--- src/rtl/rhpt_pkg.sv ---
`timescale 1ns / 1ps
package rhpt_pkg;

  localparam int unsigned HW    = 31;
  localparam int unsigned CHW   = 8;
  localparam int unsigned IDXW  = 10;
  localparam int unsigned STEPW = 5;

  localparam logic [HW-1:0] BASE_RST = 31'd131;
  localparam logic [HW-1:0] MOD_RST  = 31'd1000000007;
  localparam logic [HW-1:0] MOD_MIN  = 31'd2;

  localparam logic [STEPW-1:0] RED_STEPS_WORD = STEPW'(HW);
  localparam logic [STEPW-1:0] RED_STEPS_CHAR = STEPW'(CHW);
  localparam logic [STEPW-1:0] SUB_STEPS      = STEPW'(1);

  typedef enum logic [1:0] {
    OP_APPEND,
    OP_REMOVE,
    OP_QUERY,
    OP_ENCODE
  } op_e;

  typedef enum logic [1:0] {
    ST_OK,
    ST_FULL,
    ST_EMPTY,
    ST_RANGE
  } status_e;

  typedef enum logic [0:0] {
    CFG_BASE,
    CFG_MOD
  } cfg_e;

  typedef enum logic [1:0] {
    MU_MUL,
    MU_RED,
    MU_SUB
  } mu_op_e;

  typedef enum logic [3:0] {
    S_IDLE,
    S_BASE,
    S_BASE_W,
    S_DISP,
    S_AP_RD,
    S_CRED,
    S_CRED_W,
    S_MUL_H,
    S_MUL_P,
    S_RM,
    S_RM_W,
    S_Q_RD1,
    S_Q_RD2,
    S_Q_MUL,
    S_Q_SUB,
    S_OUT
  } seq_e;

  typedef struct packed {
    logic             go;
    mu_op_e           op;
    logic [STEPW-1:0] steps;
  } mu_req_t;

  typedef struct packed {
    logic          done;
    logic [HW-1:0] res;
  } mu_rsp_t;

endpackage

--- src/rtl/rhpt_modunit.sv ---
`timescale 1ns / 1ps
module rhpt_modunit import rhpt_pkg::*; (
  input  logic          clk_i,
  input  logic          rst_ni,
  input  mu_req_t       req_i,
  input  logic [HW-1:0] x_i,
  input  logic [HW-1:0] y_i,
  input  logic [HW-1:0] z_i,
  input  logic [HW-1:0] mod_i,
  output mu_rsp_t       rsp_o
);

  logic             busy_q, busy_d;
  mu_op_e           op_q, op_d;
  logic [HW-1:0]    a_q, a_d, b_q, b_d, acc_q, acc_d;
  logic [STEPW-1:0] cnt_q, cnt_d;
  logic             finish;
  logic [HW:0]      mod_x, sum, sum_red, dbl, dbl_red, shl, shl_red, diff, diff_fix;

  always_comb begin
    mod_x    = {1'b0, mod_i};
    sum      = {1'b0, acc_q} + {1'b0, b_q};
    sum_red  = (sum >= mod_x) ? sum - mod_x : sum;
    dbl      = {b_q, 1'b0};
    dbl_red  = (dbl >= mod_x) ? dbl - mod_x : dbl;
    shl      = {acc_q, a_q[HW-1]};
    shl_red  = (shl >= mod_x) ? shl - mod_x : shl;
    diff     = {1'b0, a_q} - {1'b0, b_q};
    diff_fix = diff + mod_x;
    case (op_q)
      MU_MUL:  finish = (a_q == '0);
      default: finish = (cnt_q == '0);
    endcase
  end

  always_comb begin
    busy_d = busy_q;
    op_d   = op_q;
    a_d    = a_q;
    b_d    = b_q;
    acc_d  = acc_q;
    cnt_d  = cnt_q;
    if (req_i.go) begin
      busy_d = 1'b1;
      op_d   = req_i.op;
      a_d    = x_i;
      b_d    = y_i;
      acc_d  = z_i;
      cnt_d  = req_i.steps;
    end else if (busy_q) begin
      if (finish) begin
        busy_d = 1'b0;
      end else begin
        case (op_q)
          MU_MUL: begin
            if (a_q[0]) begin
              acc_d = sum_red[HW-1:0];
            end
            b_d = dbl_red[HW-1:0];
            a_d = a_q >> 1;
          end
          MU_RED: begin
            acc_d = shl_red[HW-1:0];
            a_d   = a_q << 1;
            cnt_d = cnt_q - STEPW'(1);
          end
          MU_SUB: begin
            acc_d = diff[HW] ? diff_fix[HW-1:0] : diff[HW-1:0];
            cnt_d = cnt_q - STEPW'(1);
          end
          default: begin
            busy_d = 1'b0;
          end
        endcase
      end
    end
  end

  always_ff @(posedge clk_i or negedge rst_ni) begin
    if (!rst_ni) begin
      busy_q <= 1'b0;
      op_q   <= MU_MUL;
    end else begin
      busy_q <= busy_d;
      op_q   <= op_d;
    end
  end

  always_ff @(posedge clk_i) begin
    a_q   <= a_d;
    b_q   <= b_d;
    acc_q <= acc_d;
    cnt_q <= cnt_d;
  end

  assign rsp_o.done = busy_q && finish;
  assign rsp_o.res  = acc_q;

endmodule

--- config.mk ---
export PLATFORM = sky130hd
export DESIGN_NAME = rhpt_modunit
export DESIGN_NICKNAME = d
export VERILOG_FILES = /design/src/rtl/rhpt_pkg.sv /design/src/rtl/rhpt_modunit.sv
export SDC_FILE = /design/constraint.sdc
export NUM_CORES = 1
export LEC_CHECK = 0
export BUFFER_PORTS_ARGS = -buffer_cell sky130_fd_sc_hd__buf_2
export CELL_PAD_IN_SITES_DETAIL_PLACEMENT = 2
export CELL_PAD_IN_SITES_GLOBAL_PLACEMENT = 2
export CORE_ASPECT_RATIO = 1.75
export CORE_MARGIN = 4
export CORE_UTILIZATION = 30
export CTS_BUF_LIST = sky130_fd_sc_hd__clkbuf_8
export DETAILED_ROUTE_END_ITERATION = 10
export PLACE_DENSITY_LB_ADDON = 0.1
export SLEW_MARGIN = 25
export SYNTH_ARGS = -nofsm -noshare
export SYNTH_HDL_FRONTEND = slang
export SYNTH_SLANG_ARGS = --single-unit
--- constraint.sdc ---
create_clock -name clk_i -period 7.1 [get_ports clk_i]
set_input_delay 0.71 -clock clk_i [delete_from_list [all_inputs] [get_ports clk_i]]
set_output_delay 0.71 -clock clk_i [all_outputs]
set_load 0.005 [all_outputs]
==> flow_results.org <==
** STA
- Setup repair after global routing left no endpoint under its margin.
- Setup total negative slack on the finished layout was measured at 0 ps.
- Transition at the pin with the smallest max-transition slack :: 1020 ps
- Setup violations remaining at the end of the flow were counted as 0.
- Of the available clock period, the critical path in the final layout requires between 80 and 90%.
- Final Critical Period :: 6310 ps
- Timing would allow up to ~160 MHz.
- Number of pins exceeding their max-slew limit in the final report :: 0
- The count of final hold-check violations is 0.
- Slew margin rel. :: between 30% and 40%
- Between clock sinks in the finished design, the worst skew comes to between 30 and 40 ps.

** Run status
- The run finished with clean final reports.

** Detailed routing
- Pre-antenna DRT Iters :: 4
- After detailed routing, the number of remaining DRC violations is 0.
- Iteration-0 DRC count of the detailed router :: about 630
- Per-cell via count in the routed design :: between 5 and 6
- For this block, the via count after detailed routing is about 16000.
- Once detail routing completed, the nets flagged for antenna violations numbered 0.
- Overall routed net length :: approximately 75000 µm
- After detailed routing, the average wire length per cell comes to around 27 µm.

** Global route
- First-pass GRT wire length :: approximately 110000 µm
- After global routing the overflow that remains totals 0.
- Vias in the first global route :: between 15000 and 20000
- Global routing used between 50% and 60% of the available met2 tracks.
- For this run, the total global-route usage over all layers was measured as 26.1%.
- met2 is the most crowded layer.
- Met1 usage in global routing :: a little over a quarter
- For met3 alone, demand over resource in global routing was 2.42%.
- Entering global routing, the biggest net connects between 100 and 150 pins.
- The initial antenna violation count came to 5.

** Final layout
- Layout cells sized above 1 :: between 10% and 20%
- After filler insertion, the fill cell instance count of the layout stands at just over 6000.
- Area growth syn-to-layout :: 11.5%
- Register cell area after layout :: between 3000 and 4000 µm²
- Nets :: approximately 2400
- In the final layout, the multi-input gates occupy approximately 12000 µm².

** Yosys
- Number of register bits inferred by synthesis :: approximately 100
- In this run the biggest area consumer among cell types represents a little under a fifth of the synthesized area.
- Summing the sequential cell areas from Yosys gives about a fifth of the chip area.
- For this run, asynchronously set or reset flops after synthesis account for 2.97%.
- Cells after Synth :: just under 2000
- Counting every net in the synthesized netlist gives around 2300.
- In the post-synthesis netlist, the biggest area contributors are edfxtp_1 (19%), ha_1 (15%), a21oi_1 (5.7%).
- Of all cell types, the one taking the most synthesized area is edfxtp_1.
- The most used flip-flop cell after synthesis is edfxtp_1.
- Counting flops with a built-in enable in the synthesized netlist gives 98.
- Synth unique cells :: between 90 and 100
- In this run the cell area of the synthesized design comes to approximately 16000 µm².
- After synthesis, the mean cell area works out to about 8 µm².
- Count of warnings emitted by yosys :: 0

** Clock tree
- No sink is reached through more buffers than the 2 on the longest clock path.
- Buffers inserted to repair hold after CTS numbered 1.
- Worst-Skew Late Latency :: roughly 490 ps
- CTS placed an instance of clkbuf_8 at the clock tree root.
- Counting the buffers created by CTS gives 9.
- TritonCTS built the clock tree.
- Sink count of the clock tree :: a little over 100
- Clock-pin slew of the registers on the worst-case setup and hold paths :: 150 ps
- Once the clock tree was built, the resizer swapped 0 gates to a different size.
- Once the clock tree was built, the setup fixing pass inserted 0 buffers.
- H-tree depth :: 3

** Placed design
- Count of port buffers added during placement :: between 150 and 200
- Routability-driven placement finished with a final weighted congestion of ~0.95.
- Dpl hpwl :: between 60000 and 70000 µm

** Critical path
- For this design, the slowest cell found on the critical path is or4_1.
- Worst stage delay on the critical path :: a little under 600 ps
- STA classifies the critical path endpoint as a flop.
- The critical path goes through ha_1 -> fa_1 -> a211oi_1 -> nor2_1 -> o31ai_1 -> a21oi_1 -> o21ai_0 -> nand3b_1 -> a31oi_1 -> xor2_1 -> ha_1 -> nand3_1 -> nor3_2 -> nand2_1 -> nor2_1 -> nand3_1 -> or4_1 -> a31oi_1 -> a2111o_2 -> buf_4 -> mux2_1 -> o21ai_1 -> nand2_1.
- In this run the worst path has a maximum fanout of 19.
- Setup crit start kind :: flop
- Data on the critical path arrives at its endpoint at approximately 6500 ps.
- Kind of critical path :: flop to flop
- For the worst setup path, the data required time is roughly 7300 ps.

** Die
- Boundary Pins :: approximately 170
- The floorplan step defined a core boundary enclosing between 50000 and 60000 µm².
- Die Span X :: between 150 and 200 µm
- The floorplan step set the die height to between 300 and 400 µm.
- Starting density of the core :: just over 30%
- Area enclosed by the die boundary :: roughly 56000 µm²
- The initialized floorplan defines 110 standard-cell rows.

** Hold path
- The tightest min-delay check is of the input port to flop type.

** Job
- Maximum capacitance violations :: 0
==> final timing paths <==
path                           from        to  slack [ps]  cells after the start
setup / recovery             b_q[0]  acc_q[6]         790                     23
hold / removal             req_i[5]   op_q[0]         470                      3
setup reg to reg             b_q[0]  acc_q[6]         790                     23
hold reg to reg            cnt_q[0]  cnt_q[0]         650                      1
max in group asynchronous    rst_ni   op_q[0]        6430                      2
min in group asynchronous    rst_ni    busy_q         560                      2
==> state kept, by name, summed over array words and instances (netlist names) <==
name,cells
a_q,31
acc_q,31
b_q,31
busy_q,1
cnt_q,5
op_q,2
==> synth_stat cells (all sizes together), types with 23 or more instances <==
master  instances
a211oi         31
nand2         195
inv           121
ha            193
o21ai         184
mux2           32
xnor2          94
nor3           26
mux2i          58
nand3          31
a21oi         183
o21a           29
edfxtp         98
a31oi          30
clkbuf         38
nor2b          23
nand2b         28
xor2           61
a21o           83
nor2          109
==> per-stage QoR <==
stage | std cells | util (%) | hold slack (ps) | setup slack [ps] | instance area [µm²]
after floorplan | 1952 | - | 414 | 1840 | 15700
final | 2764 | 33.9 | 472 | 789 | 17500
after global placement | 2745 | 33.5 | 514 | 818 | 17300
after detailed placement | 2745 | 33.5 | 515 | 764 | 17300
after global routing | 2763 | 33.9 | 485 | 289 | 17500
after CTS | 2762 | 33.9 | 443 | 708 | 17500
==> cell type report <==
class	instances	area share, %
Multi-Input combinational cell	1669	68.6
Sequential cell	101	17.3
Clock inverter	7	0.358
Tap cell	672	4.81
Timing Repair Buffer	182	5.58
Antenna cell	2	0.0286
Clock buffer	9	0.709
Inverter	122	2.62
==> cells by family (layout without fill, tap and decap cells) <==
group                      count (synthesis)  after routing  share of synthesized area [%]
DFF                                      101            101                           19.2
AOI/OAI and AO/OA                        705            705                           29.3
xor gates and xnor gates                 155            155                           8.66
and+or+nand+nor                          520            520                           16.0
buffers and inverters                    182            320                           4.68
other                                      0              2                              0
adders and majority gates                199            199                           16.2
muxes                                     90             90                           6.00
==> layer usage <==
layer	share of wire [%]	vias to the layer above
li1	-	7541
met2	55	306
met3	2.4	133
met5	0.053	-
met4	6.4	6
met1	36	7915
==> layout by cell type, fill, tap and decap left out, types with 58 or more instances in the layout <==
| master | n |
|---|---|
| inv_1 | 121 |
| a21o_1 | 83 |
| xor2_1 | 61 |
| ha_1 | 192 |
| mux2i_1 | 58 |
| nand2_1 | 195 |
| edfxtp_1 | 98 |
| buf_2 | 164 |
| a21oi_1 | 180 |
| nor2_1 | 108 |
| xnor2_1 | 94 |
| o21ai_0 | 160 |
==> worst max-delay path: cells and delay by family, from the launching register on <==
kind / cells / cell delay, ps
AO/OA/AOI/OAI: 8 / 1790
XOR/XNOR: 1 / 180
adder cells (fa/ha/maj): 3 / 1130
buffers and inverters: 1 / 310
flip-flops: 1 / 560
multiplexers: 1 / 380
AND/OR/NAND/NOR: 9 / 1670
Power is not shown: default switching activity piles up to over one toggle a cycle in this logic, so the estimate is an artifact.
